File: config.mk
export PLATFORM = sky130hd
export DESIGN_NAME = pcfs_ctrl
export DESIGN_NICKNAME = d
export VERILOG_FILES = /design/src/rtl/pcfs_pkg.sv /design/src/rtl/pcfs_ctrl.sv
export SDC_FILE = /design/constraint.sdc
export NUM_CORES = 1
export LEC_CHECK = 0
export BUFFER_PORTS_ARGS = -buffer_cell sky130_fd_sc_hd__buf_2
export CAP_MARGIN = 40
export CELL_PAD_IN_SITES_DETAIL_PLACEMENT = 2
export CELL_PAD_IN_SITES_GLOBAL_PLACEMENT = 2
export CORE_AREA = 5 5 42 44
export DETAILED_ROUTE_END_ITERATION = 8
export DIE_AREA = 0 0 47 49
export PLACE_DENSITY_LB_ADDON = 0.1
export SLEW_MARGIN = 20
export SYNTH_ARGS = -nofsm -noshare
export SYNTH_HDL_FRONTEND = slang
export SYNTH_SLANG_ARGS = --single-unit
File: constraint.sdc
create_clock -name aclk -period 1.6 [get_ports aclk]
set_input_delay 0.08 -clock aclk [delete_from_list [all_inputs] [get_ports aclk]]
set_output_delay 0.08 -clock aclk [all_outputs]
set_load 0.05 [all_outputs]
File: src/rtl/pcfs_pkg.sv
`default_nettype none
// ----------------------------------------------------------------------------
// pcfs_pkg
// Types and constants shared by the fragment statistics block: item formats,
// table row layout and the controller/datapath command and status bundles.
// ----------------------------------------------------------------------------
package pcfs_pkg;

    // Field widths fixed by the item format.
    localparam int CHAN_ADDR_W   = 12;
    localparam int ADDR_MAX_BITS = 16;   // widest table address supported
    localparam int DET_TYPE_W    = 4;
    localparam int DET_TYPES     = 2 ** DET_TYPE_W;

    localparam logic [30:0] PACKET_MIN_RESET = 31'h7fff_ffff;
    localparam logic [31:0] MAX32            = 32'hffff_ffff;
    localparam logic [47:0] MAX48            = 48'hffff_ffff_ffff;

    typedef struct packed {
        logic [11:0] channel_address;
        logic [31:0] channel_id;
        logic [31:0] dead_time;
        logic [47:0] timestamp_ns;
        logic [3:0]  detector_type;
        logic [30:0] packet_number;
        logic [31:0] daq_time;
    } pcfs_in_t;

    typedef struct packed {
        logic [31:0] hit_count;
        logic [47:0] dead_time_total;
        logic [31:0] lowest_id;
        logic [31:0] highest_id;
        logic [47:0] earliest_time;
        logic [47:0] latest_time;
        logic [31:0] type_total;
        logic [31:0] packets_seen;
        logic [30:0] lowest_packet;
        logic [30:0] highest_packet;
        logic [31:0] first_daq_time;
        logic [31:0] last_daq_time;
    } pcfs_out_t;

    // One row of the per-channel table.
    typedef struct packed {
        logic        valid;
        logic [31:0] hits;
        logic [47:0] dead_sum;
        logic [31:0] min_id;
        logic [31:0] max_id;
        logic [47:0] min_time;
        logic [47:0] max_time;
    } pcfs_row_t;

    // Controller -> datapath
    typedef struct packed {
        logic clear_step;   // write one zero row of the clearing sweep
        logic load_item;    // capture the accepted input item
        logic read_row;     // read the table row of the held item
        logic commit;       // write back row, update globals, load result
    } pcfs_cmd_t;

    // Datapath -> controller
    typedef struct packed {
        logic clear_last;   // sweep is at the last row
        logic out_free;     // result register can take a new item
    } pcfs_status_t;

    function automatic logic [31:0] sat_inc32(input logic [31:0] v);
        sat_inc32 = (v == MAX32) ? v : v + 32'd1;
    endfunction

endpackage : pcfs_pkg
`default_nettype wire

File: src/rtl/pcfs_ctrl.sv
`default_nettype none
// ----------------------------------------------------------------------------
// pcfs_ctrl
// Sequencer: clearing sweep after reset, then accept / read / write-back
// for one item at a time.
// ----------------------------------------------------------------------------
module pcfs_ctrl
    import pcfs_pkg::*;
(
    input  wire logic         aclk,
    input  wire logic         aresetn,
    input  wire logic         s_valid,
    output logic              s_ready,
    input  wire pcfs_status_t status,
    output pcfs_cmd_t         cmd
);

    typedef enum logic [1:0] {
        ST_CLEAR,
        ST_IDLE,
        ST_READ,
        ST_WRITE
    } state_t;

    state_t state_reg, state_next;
    logic   s_ready_reg, s_ready_next;

    always_comb begin
        state_next     = state_reg;
        s_ready_next   = s_ready_reg;
        cmd            = '0;
        case (state_reg)
            ST_CLEAR: begin
                cmd.clear_step = 1'b1;
                if (status.clear_last) begin
                    state_next   = ST_IDLE;
                    s_ready_next = 1'b1;
                end
            end
            ST_IDLE: begin
                if (s_valid && s_ready_reg) begin
                    cmd.load_item = 1'b1;
                    state_next    = ST_READ;
                    s_ready_next  = 1'b0;
                end
            end
            ST_READ: begin
                cmd.read_row = 1'b1;
                state_next   = ST_WRITE;
            end
            ST_WRITE: begin
                if (status.out_free) begin
                    cmd.commit   = 1'b1;
                    state_next   = ST_IDLE;
                    s_ready_next = 1'b1;
                end
            end
            default: begin
                state_next   = ST_CLEAR;
                s_ready_next = 1'b0;
            end
        endcase
    end

    always_ff @(posedge aclk) begin
        if (!aresetn) begin
            state_reg   <= ST_CLEAR;
            s_ready_reg <= 1'b0;
        end else begin
            state_reg   <= state_next;
            s_ready_reg <= s_ready_next;
        end
    end

    assign s_ready = s_ready_reg;

endmodule : pcfs_ctrl
`default_nettype wire

# --- Word-level counts from Yosys, hierarchy flattened ---
# Index checks and enable logic that the tools add are counted.
# W data, S select, Z words.
classes:
  eq_ne: 6
  muxes: 14
  reduce_logical: 5
op_table:
  columns: ["op", "count"]
  rows:
  - ["$mux W1", 9]
  - ["$pmux W2 S4", 1]
  - ["$mux W2", 3]
  - ["$ne A2 B2 Y1 const B", 3]
  - ["$eq A2 B2 Y1 const B", 2]
  - ["$reduce_and A4 Y1", 1]
  - ["$pmux W1 S3", 1]
  - ["$reduce_and A3 Y1", 1]
  - ["$reduce_bool A3 Y1", 1]
  - ["$eq A2 B1 Y1 const B", 1]
  - ["$logic_not A2 Y1", 1]
  - ["$logic_and A1 B1 Y1", 1]
totals:
  ff_bits: 3
  inputBits: 5
  output_inout_bits: 5
  elab_cells: 27

# --- Longest topological paths before layout ---
# Gate-level depths: netlist of the first run.
logic_depth:
  depth_word: 3
  ltp_mapped: 5
  depth_no_buf: 5

# --- Worst setup path after synthesis of the first run ---
# Ideal clock, no wire load.
synth_timing:
  kind: "register -> register"
  from: "register state_reg[0]"
  to: "register s_ready_reg, in the netlist s_ready"
  setup_ns: 0.070
  arrival_time_ns: 1.624
  required_ns: 1.530
  path_slack_ns: -0.094
  stages_incl_launch_ff: 6
  path_buffers: 0
  period_less_slack_ns: 1.694
  cell_sequence: "dfxtp_1 -> inv_1 -> ha_1 -> nor2b_1 -> or4_1 -> a21boi_1"
synth_between:
  elab_chain_len: 3
  word_cells_on_any_way: 9
  classes_between: "eq/ne (5); mux (1); reduce/logical (3)"
synth_rtl:
  columns: ["item", "line_no", "source"]
  rows:
  - ["start, declared", "pcfs_ctrl.sv:25", "state_t state_reg, state_next;"]
  - ["start signal, assigned", "pcfs_ctrl.sv:70", "state_reg <= state_next;"]
  - ["$eq A2 B1 Y1, or another cell as far along", "pcfs_ctrl.sv:32", "case (state_reg)"]
  - ["$ne A2 B2 Y1 (no source line) or $reduce_bool A3 Y1 (tied branches)", null, null]
  - ["$reduce_and A4 Y1 (no source line)", null, null]
  - ["end signal, assigned", "pcfs_ctrl.sv:71", "s_ready_reg <= s_ready_next;"]
  - ["end, declared", "pcfs_ctrl.sv:26", "logic s_ready_reg, s_ready_next;"]
# Several ways; a longest one is shown, not always the timed one.
# A chain may end at the register's enable or synchronous reset.

# --- Worst setup path in the final report of the first run ---
# Same ends and word-level chain as after synthesis.

==> reports/metrics.yaml, run 1 <==
status:
  outcome: "completed"
synth:
  ys_warn_count: 0
  ys_seq_area_share_pct: 27.1
  synthMuxAreaShare_pct: 4.52
  synth_cell_types: 15
  synth_cells: 25
  synth_compound_area_share_pct: 18.6
  synthXorXnorAreaFrac_pct: 0
  synth_area_um2: 221
  netlist.area_leader.share_pct: 27.1
  synth_area_leader_cell: "dfxtp_1"
  yosys.area_share.simple_pct: 22.0
  synth_top_family_by_area: "adder cells"
  postSynthAreaPerCell_um2: 8.86
  synth_fp_nets: 34
  synth_seq_cells: 3
  synthTopCellsByArea: "dfxtp_1, ha_1, nor2b_1"
  synthAdderAreaFrac_pct: 22.6
grt:
  grt_max_degree: 6
  antenna_found_initial: 0
  grt_usage_pct: 6.33
  grt_pass1_wl_um: 993
  first_global_vias: 236
  overflow: 0
floorplanning:
  die_area_um2: 2300
  rows: 14
  core-area_um2: 1400
  die_h_um: 49
  die_w_um: 47
  floorplan.initialDensity_pct: 15.8
  io-pin-count: 10
pwr:
  leakagePower_nw: 0.158
  internal_power_uw: 318
  seqPwrFrac_pct: 21.7
  pwr-share-comb_pct: 57.0
  p_switching_uw: 316
  max-vdd-ir-drop_v: 0.000428
  powerDensity_nw_per_um2: 2010
  sw_frac_of_total_pct: 49.8
  p_clk_share_pct: 21.4
  power_uw: 634
clock_network:
  clock_sinks: 3
  cts-resized-gates: 0
  htree_levels: 1
  insertion_delay_ps: 240
  root_buffer: "clkbuf_4"
  clk_pin_slew_ps: 40
  cts_hold_buffers: 0
  numCtsBuffers: 3
  cts_tree: "built"
  cts_setup_buffers: 0
  clk_path_buf_depth: 2
placed_design:
  place_hpwl_um: 490
  port-buffer-count: 9
  place_inst: 50
  postPlaceCellArea_um2: 289
  gp_congestion: 0.620
route:
  vias: 226
  wl_um: 572
  wl_per_cell_um: 10.6
  first_iter_violations: 0
  ant_nets: 0
  drcViolationCount: 0
  avgViaCountPerCell: 4.19
  drt_first_pass_iters: 1
worst_setup_path:
  startpoint_type: "flip-flop"
  cp_max_fo: 5
  path_buf_inv: 1
  reg2reg_slack_ps: 80
  rr_worst_depth: 5
  reg2reg_from: "state_reg[0]"
  cp_cell_sequence: "inv_1 > ha_2 > nor2b_1 > or4_1 > a21boi_1"
  slowest_delay_ps: 470
  endpoint: "s_ready"
  worstSetupPathType: "reg -> reg"
  startpoint: "state_reg[0]"
  arrival_ps: 1690
  cp_data_required_time_ps: 1770
  cp_num_cells: 5
  r2r-end: "s_ready"
  crit_slowest_cell: "or4_1"
  end_kind: "flip-flop"
  cp_top_family: "simple AND/OR/NAND/NOR gates"
timing:
  final.min_clock_period_ps: 1520
  relSlewSlack_pct: 78.3
  tightest_slew_ps: 325
  tns_ps: 0
  slew_violations: 0
  rsz0062_at_grt: "false"
  setup_viol: 0
  hold_viol_final: 0
  fmax_ghz: 0.660
  skew_ps: 3.17
  fin_crit_sh_pct: 94.8
layout:
  fin_area_um2: 315
  antennaDiodeCount: 0
  post-route-util_pct: 22.5
  drive_gt1_share_pct: 36.8
  areaGrowthSynthToFinish_pct: 42.4
  fin_cells: 54
  multi_input_area_um2: 153
  largest_reg_flops: 2
  num-fill-cells: 180
  seqCellArea_um2: 60.1
  layout.nets: 48
min_path:
  hold_path_class: "in -> reg"
run:
  max-cap-violations: 0
-- cell families (layout without fill, tap and decap cells) --
group                      after synthesis  count (layout)
and+or+nand+nor                          9               9
AOI/OAI and AO/OA                        5               5
adders and majority gates                4               4
DFF                                      3               3
buffers and inverters                    3              16
muxes                                    1               1
-- final cells by class --
cell class                 count  area share [%]
clock buffer                   4            8.33
timing repair buffer           9            14.3
tap                           16            6.35
multi-input combinational     19            48.4
inverter                       3            3.57
sequential                     3            19.0
-- per-stage QoR --
stage	hold slack, ps	worst slack [ps]
floorplan	198	45.2
detailed placement	339	83.4
global placement	339	114
finish	91.8	83.9
CTS	86.9	75.0
global route	129	24.4
-- routing by layer --
layer	routed length [um]	global-route usage, %	vias up	part of all wire, %
li1	-	-	112	-
met1	212	5.47	105	37
met2	291	9.05	7	51
met3	47	3.69	2	8.2
met4	20	6.91	0	3.5
met5	0	0	-	0
-- how the worst min path moves through the flow --
stage                     startpoint            to  slack, ps  cells past startpoint
final                        aresetn  state_reg[0]         90                      2
after global routing         aresetn  state_reg[0]        130                      2
after CTS                    aresetn  state_reg[0]         90                      2
after detailed placement     aresetn  state_reg[0]        340                      2
after global placement       aresetn  state_reg[0]        340                      2
after floorplan              aresetn  state_reg[0]        200                      1
-- cells in the final DEF (no fill, tap or decap), types with 2 or more instances in the layout --
master	instances
clkbuf_4	3
nor2b_1	2
dfxtp_1	3
inv_1	3
nand2_1	3
ha_1	3
buf_2	9
-- power groups by stage --
| stage | logic (mW) | clock network [mW] | registers [mW] |
|---|---|---|---|
| 6_report | 0.361 | 0.135 | 0.137 |
| 3_3_place_gp | 0.365 | 0 | 0.138 |
| 4_1_cts | 0.370 | 0.143 | 0.137 |
| 5_1_grt | 0.391 | 0.146 | 0.143 |
| 2_1_floorplan | 0.269 | 0 | 0.167 |
| 3_5_place_dp | 0.370 | 0 | 0.138 |
-- synthesized netlist by cell type --
cell type	number
mux2i_1	1
o41ai_1	1
o21a_1	1
and2_1	1
nor3_1	1
o31a_2	1
dfxtp_1	3
inv_1	3
nand2_1	3
a211oi_1	1
nor2b_1	2
or4_1	1
a21boi_1	1
and3_1	1
ha_1	4
Note: power is estimated with default switching activity, not from simulation.
==> run 2: changes to the inputs <==
Settings changed: PLACE_DENSITY from default to 0.53, PLACE_DENSITY_LB_ADDON 0.1 to default.
==> run 2 against run 1 <==
Against the previous run:
- sequential share of layout area unchanged
- register-to-register slack improved by 20 ps
- combinational power increased by 2%
- non-clock buffer count did not move
- worst setup slack improved by 23 ps
- highest routed layer is now met3
- routed wire length rose by 4.5%
- die area is the same
- total power grew 0.55%
- first-iteration DRC count grew 1
- clock skew increased by 0.93 ps
- clock power hardly changed
- global-route usage shrank 0.14 points
==> reports/metrics.yaml, run 2 (synthesis results as in run 1) <==
floorplanning:
  floorplan.initialDensity_pct: 15.8  # unchanged
  die_area_um2: 2300  # unchanged
  die_w_um: 47  # unchanged
  die_h_um: 49  # unchanged
  core-area_um2: 1400  # unchanged
  rows: 14  # unchanged
  io-pin-count: 10  # unchanged
placed_design:
  postPlaceCellArea_um2: 289  # unchanged
  gp_congestion: 0.736  # +19%
  port-buffer-count: 9  # unchanged
  place_inst: 50  # unchanged
  place_hpwl_um: 501  # +2.3%
grt:
  grt_max_degree: 6  # unchanged
  grt_usage_pct: 6.19  # -0.14 points
  antenna_found_initial: 0  # unchanged
  grt_pass1_wl_um: 1000  # +0.70%
  overflow: 0  # unchanged
  first_global_vias: 245  # +3.8%
route:
  ant_nets: 0  # unchanged
  wl_per_cell_um: 11.1  # +4.5%
  drt_first_pass_iters: 2  # +1
  drcViolationCount: 0  # unchanged
  first_iter_violations: 1  # +1
  vias: 223  # -1.3%
  avgViaCountPerCell: 4.13  # -1.3%
  wl_um: 598  # +4.5%
layout:
  antennaDiodeCount: 0  # unchanged
  fin_cells: 54  # unchanged
  drive_gt1_share_pct: 36.8  # unchanged
  largest_reg_flops: 2  # unchanged
  multi_input_area_um2: 153  # unchanged
  fin_area_um2: 315  # unchanged
  areaGrowthSynthToFinish_pct: 42.4  # unchanged
  post-route-util_pct: 22.5  # unchanged
  seqCellArea_um2: 60.1  # unchanged
  num-fill-cells: 177  # -1.7%
  final_common_cell: "buf_2"
  layout.nets: 48  # unchanged
timing:
  final.min_clock_period_ps: 1490  # -22.8 ps
  tns_ps: 0  # unchanged
  tightest_slew_ps: 323  # -1.78 ps
  hold_viol_final: 0  # unchanged
  relSlewSlack_pct: 78.2  # -0.12 points
  skew_ps: 4.10  # +0.933 ps
  rsz0062_at_grt: "false"
  hold_ws_ps: 116  # +23.9 ps
  fmax_ghz: 0.670  # +1.5%
  slew_violations: 0  # unchanged
  setup_viol: 0  # unchanged
  fin_crit_sh_pct: 93.3  # -1.4 points
clock_network:
  insertion_delay_ps: 230  # about the same
  numCtsBuffers: 3  # unchanged
  htree_levels: 1  # unchanged
  cts_setup_buffers: 0  # unchanged
  clock_sinks: 3  # unchanged
  clk_pin_slew_ps: 40  # about the same
  root_buffer: "clkbuf_4"
  cts_tree: "built"
  clk_path_buf_depth: 2  # unchanged
  cts_hold_buffers: 0  # unchanged
  cts-resized-gates: 0  # unchanged
status:
  outcome: "completed"
worst_setup_path:
  cp_data_required_time_ps: 1770  # about the same
  startpoint_type: "flip-flop"
  startpoint: "state_reg[0]"
  cp_cell_sequence: "inv_1 > ha_2 > nor2b_1 > or4_1 > a21boi_1"
  end_kind: "flip-flop"
  reg2reg_from: "state_reg[0]"
  crit_slowest_cell: "or4_1"
  slowest_delay_ps: 470  # about the same
  arrival_ps: 1660  # -30 ps
  worstSetupPathType: "reg -> reg"
  cp_max_fo: 5  # unchanged
min_path:
  hold_path_class: "in -> reg"
  min_from: "aresetn"
pwr:
  powerDensity_nw_per_um2: 2020  # +0.55%
  max-vdd-ir-drop_v: 0.000390  # -9.0%
  leakagePower_nw: 0.158  # unchanged
run:
  max-cap-violations: 0  # unchanged
==> run 2: layout make-up <==
| type | count | share of cell area, % |
|---|---|---|
| multi-input cells | 19 | 48.4 |
| flip-flops and latches | 3 | 19.0 |
| repair buffers | 9 | 14.3 |
| clock buffers | 4 | 8.33 |
| well taps | 16 | 6.35 |
| inverters | 3 | 3.57 |
==> run 2: path summary, 6_finish.rpt <==
check                 endpoint  slack [ps]  depth (start not counted)
setup / recovery       s_ready         110                          5
hold / removal    state_reg[0]         120                          2
setup reg to reg       s_ready         110                          5
hold reg to reg        s_ready         500                          2
==> run 2: per-stage QoR <==
step	setup WS [ps]	power [mW]
5_1_grt	38.3	0.683
3_5_place_dp	107	0.511
2_1_floorplan	45.2	0.436
3_3_place_gp	143	0.503
4_1_cts	93.9	0.657
6_report	107	0.638
==> run 2: per-layer routing <==
metal	vias to the layer above	track usage [%]	share of wire, %
met5	-	0	0
met4	0	5.53	0
met3	0	1.11	4.7
met2	4	10.4	59
met1	106	5.91	36
li1	113	-	-
==> run 2: where the power goes <==
part	total (mW)	switching (mW)	internal, mW
Sequential	0.136	0.0299	0.106
Clock	0.134	0.0406	0.0936
Combinational	0.367	0.247	0.120
Total	0.638	0.318	0.320
==> run 2: worst max-delay path, delay by kind of cell, from the launching register on <==
kind            cells  cell delay [ps]
compound gates      1              140
simple gates        2              640
buf+inv             1               80
flops               1              380
fa+ha+maj           1              180
==> run 3: changes to the inputs <==
Settings changed: ABC_AREA from default to 1, PLACE_DENSITY 0.53 to 0.6.
==> run 3 against run 2 <==
Against the previous run:
- non-clock buffer count stayed put
- flip-flop and latch count stayed put
- clock-buffer cell count stayed put
- final area is 7.5% higher
- final cell count is 19% higher
- utilization is 1.7 points higher
- register-to-register slack better by 310 ps
- via count is 11% higher
- clock power is 5% lower
- clock skew is 3.5 ps lower
- routed wire length is 5.4% lower
- critical path depth stayed put
- critical path type is now reg -> out
- largest cell class unchanged
- highest routed layer unchanged
==> reports/metrics.yaml, run 3 <==
placed_design:
  place_inst: 60  # +20%
  place_hpwl_um: 510  # +1.6%
  port-buffer-count: 9  # unchanged
  gp_congestion: 0.699  # -5.1%
synth:
  async_flop_share_pct: 0  # unchanged
  yosysMostFrequentCell: "inv_1"
  synthFlopType: "dfxtp_1"
  synthTopCellsByArea: "dfxtp_1, ha_1, nand2_2"
  synth_area_leader_cell: "dfxtp_1"
  synth_edf_count: 0  # unchanged
  ys_warn_count: 0  # unchanged
  synth_seq_cells: 3  # unchanged
  synth_cells: 35  # +40%
  synth_cell_types: 12  # -3
  synth_area_um2: 248  # +12%
  postSynthAreaPerCell_um2: 7.08  # -20%
  synth_fp_nets: 44  # +29%
  synth_common_cells: "inv_1, nand2_1, nand2_2, ha_1"
  ys_seq_area_share_pct: 24.2  # -2.9 points
  netlist.area_leader.share_pct: 24.2  # -2.9 points
layout:
  areaGrowthSynthToFinish_pct: 36.9
  final_cell_mix: "buf_2, inv_1, nand2_1, nand2_2, ha_1"
  fin_cells: 64  # +19%
  largest_reg_flops: 2  # unchanged
  post-route-util_pct: 24.2  # +1.7 points
  drive_gt1_share_pct: 41.7  # +4.8 points
  layout.nets: 58  # +21%
  final_common_cell: "buf_2"
  antennaDiodeCount: 0  # unchanged
min_path:
  min_from: "aresetn"
  whs_endpoint: "state_reg[0]"
  hold_depth: 3  # +1
  hold_path_class: "in -> reg"
worst_setup_path:
  rr_worst_depth: 8  # +3
  worstSetupPathType: "reg -> out"
  r2r-end: "state_reg[1]"
  cp_data_required_time_ps: 1520  # -250 ps
  cp_top_family: "buffers and inverters"
  reg2reg_from: "state_reg[0]"
  reg2reg_slack_ps: 420  # +310 ps
  path_buf_inv: 3  # +2
  slowest_delay_ps: 330  # -140 ps
  startpoint_type: "flip-flop"
  crit_slowest_cell: "dfxtp_1"
  arrival_ps: 1250  # -410 ps
  cp_cell_sequence: "inv_1 > ha_1 > inv_2 > nor2_1 > buf_2"
  end_kind: "output pin"
  cp_max_fo: 4  # -1
timing:
  setup_viol: 0  # unchanged
  fin_crit_sh_pct: 83.1  # -10 points
  tns_ps: 0  # unchanged
  tightest_slew_ps: 250  # -73.2 ps
  rsz0062_at_grt: "false"
  hold_viol_final: 0  # unchanged
  slew_violations: 0  # unchanged
  final.min_clock_period_ps: 1330  # -164 ps
  relSlewSlack_pct: 83.4  # +5.3 points
  fmax_ghz: 0.752  # +12%
  skew_ps: 0.594  # -3.51 ps
floorplanning:
  core-area_um2: 1400  # unchanged
  floorplan.initialDensity_pct: 17.7  # +1.9 points
  die_area_um2: 2300  # unchanged
  io-pin-count: 10  # unchanged
  die_h_um: 49  # unchanged
  die_w_um: 47  # unchanged
  rows: 14  # unchanged
route:
  vias: 248  # +11%
  wl_met3_um: 38  # +36%
  drcViolationCount: 0  # unchanged
  avgViaCountPerCell: 3.88  # -6.2%
  route.met2.wl_um: 286  # -19%
  topRoutingLayerUsed: "met3"
  m1WireLength_um: 241  # +11%
  ant_nets: 0  # unchanged
  first_iter_violations: 3  # +2
  wl_per_cell_um: 8.84  # -20%
  drt_first_pass_iters: 2  # unchanged
  wl_um: 566  # -5.4%
clock_network:
  cts_setup_buffers: 0  # unchanged
  insertion_delay_ps: 230  # about the same
  clock_sinks: 3  # unchanged
  clk_path_buf_depth: 2  # unchanged
  clk_pin_slew_ps: 30  # about the same
  numCtsBuffers: 3  # unchanged
  htree_levels: 1  # unchanged
  cts_tree: "built"
  cts_hold_buffers: 0  # unchanged
  cts-resized-gates: 0  # unchanged
  root_buffer: "clkbuf_4"
run:
  max-cap-violations: 0  # unchanged
pwr:
  powerDensity_nw_per_um2: 1970  # -2.7%
  leakagePower_nw: 0.198  # +25%
  max-vdd-ir-drop_v: 0.000595  # +53%
grt:
  grt_usage_pct: 6.61  # +0.42 points
  antenna_found_initial: 0  # unchanged
  grt_max_degree: 5  # -1
  first_global_vias: 246  # +0.41%
  grt_pass1_wl_um: 1040  # +4.1%
  overflow: 0  # unchanged
status:
  outcome: "completed"
==> run 3: cell count changes in the layout (fill, tap and decap cells not counted), moves of 2 or more <==
cell	previous run	this run
a21oi_1	0	3
inv_1	3	8
nand2_1	3	5
nand2_2	0	5
nand3_1	0	2
nor2b_1	2	0
==> run 3: cell families after synthesis <==
| group | share of synthesized area [%] |
|---|---|
| compound gates | 9.09 |
| fa+ha+maj | 20.2 |
| buf+inv | 16.2 |
| flops | 24.2 |
| simple gates | 30.3 |
==> run 3: power by group <==
part / switching [mW] / internal [mW] / total [mW]
sequential: 0.0300 / 0.105 / 0.135
combinational: 0.285 / 0.120 / 0.405
clock: 0.0340 / 0.0931 / 0.127
==> run 3: metal layers <==
metal	global-route usage, %	up-vias
met3	2.21	0
met1	7.66	114
li1	-	128
met2	8.60	6
met4	6.91	0
met5	0	-
==> run 3: how the worst max path moves through the flow <==
stage,endpoint,from,depth (start not counted),slack [ps]
after detailed placement,s_ready,state_reg[0],7,410
after floorplan,cmd[2],s_ready,2,100
final,cmd[2],state_reg[1],5,270
after global placement,state_reg[1],state_reg[0],8,430
after global routing,cmd[2],state_reg[1],5,140
after CTS,cmd[2],state_reg[1],5,240
==> run 3: layout make-up <==
cell class              instances  area (um^2)
multi-input cells              22          148
repair buffers                  9         45.0
well taps                      16         20.0
fillers                       186         1060
clock buffers                   4         26.3
inverters                      10         40.0
flip-flops and latches          3         60.1
==> run 3: worst reg2reg max path, stage by stage, from the launching register on <==
cell	delay [ps]
dfxtp_1	380
inv_1	90
ha_1	230
nand2_2	90
nand2_4	60
inv_4	60
nand2_2	50
nand2_1	60
a21oi_1	60
==> run 3: metrics by stage <==
| stage | instance area, um^2 | total power [mW] | setup slack, ps | hold slack (ps) |
|---|---|---|---|---|
| 2_1_floorplan | 248 | 0.467 | 105 | 231 |
| 3_3_place_gp | 313 | 0.545 | 426 | 350 |
| 3_5_place_dp | 313 | 0.549 | 413 | 362 |
| 4_1_cts | 339 | 0.686 | 238 | 120 |
| 5_1_grt | 339 | 0.742 | 139 | 122 |
| 6_report | 339 | 0.667 | 271 | 120 |
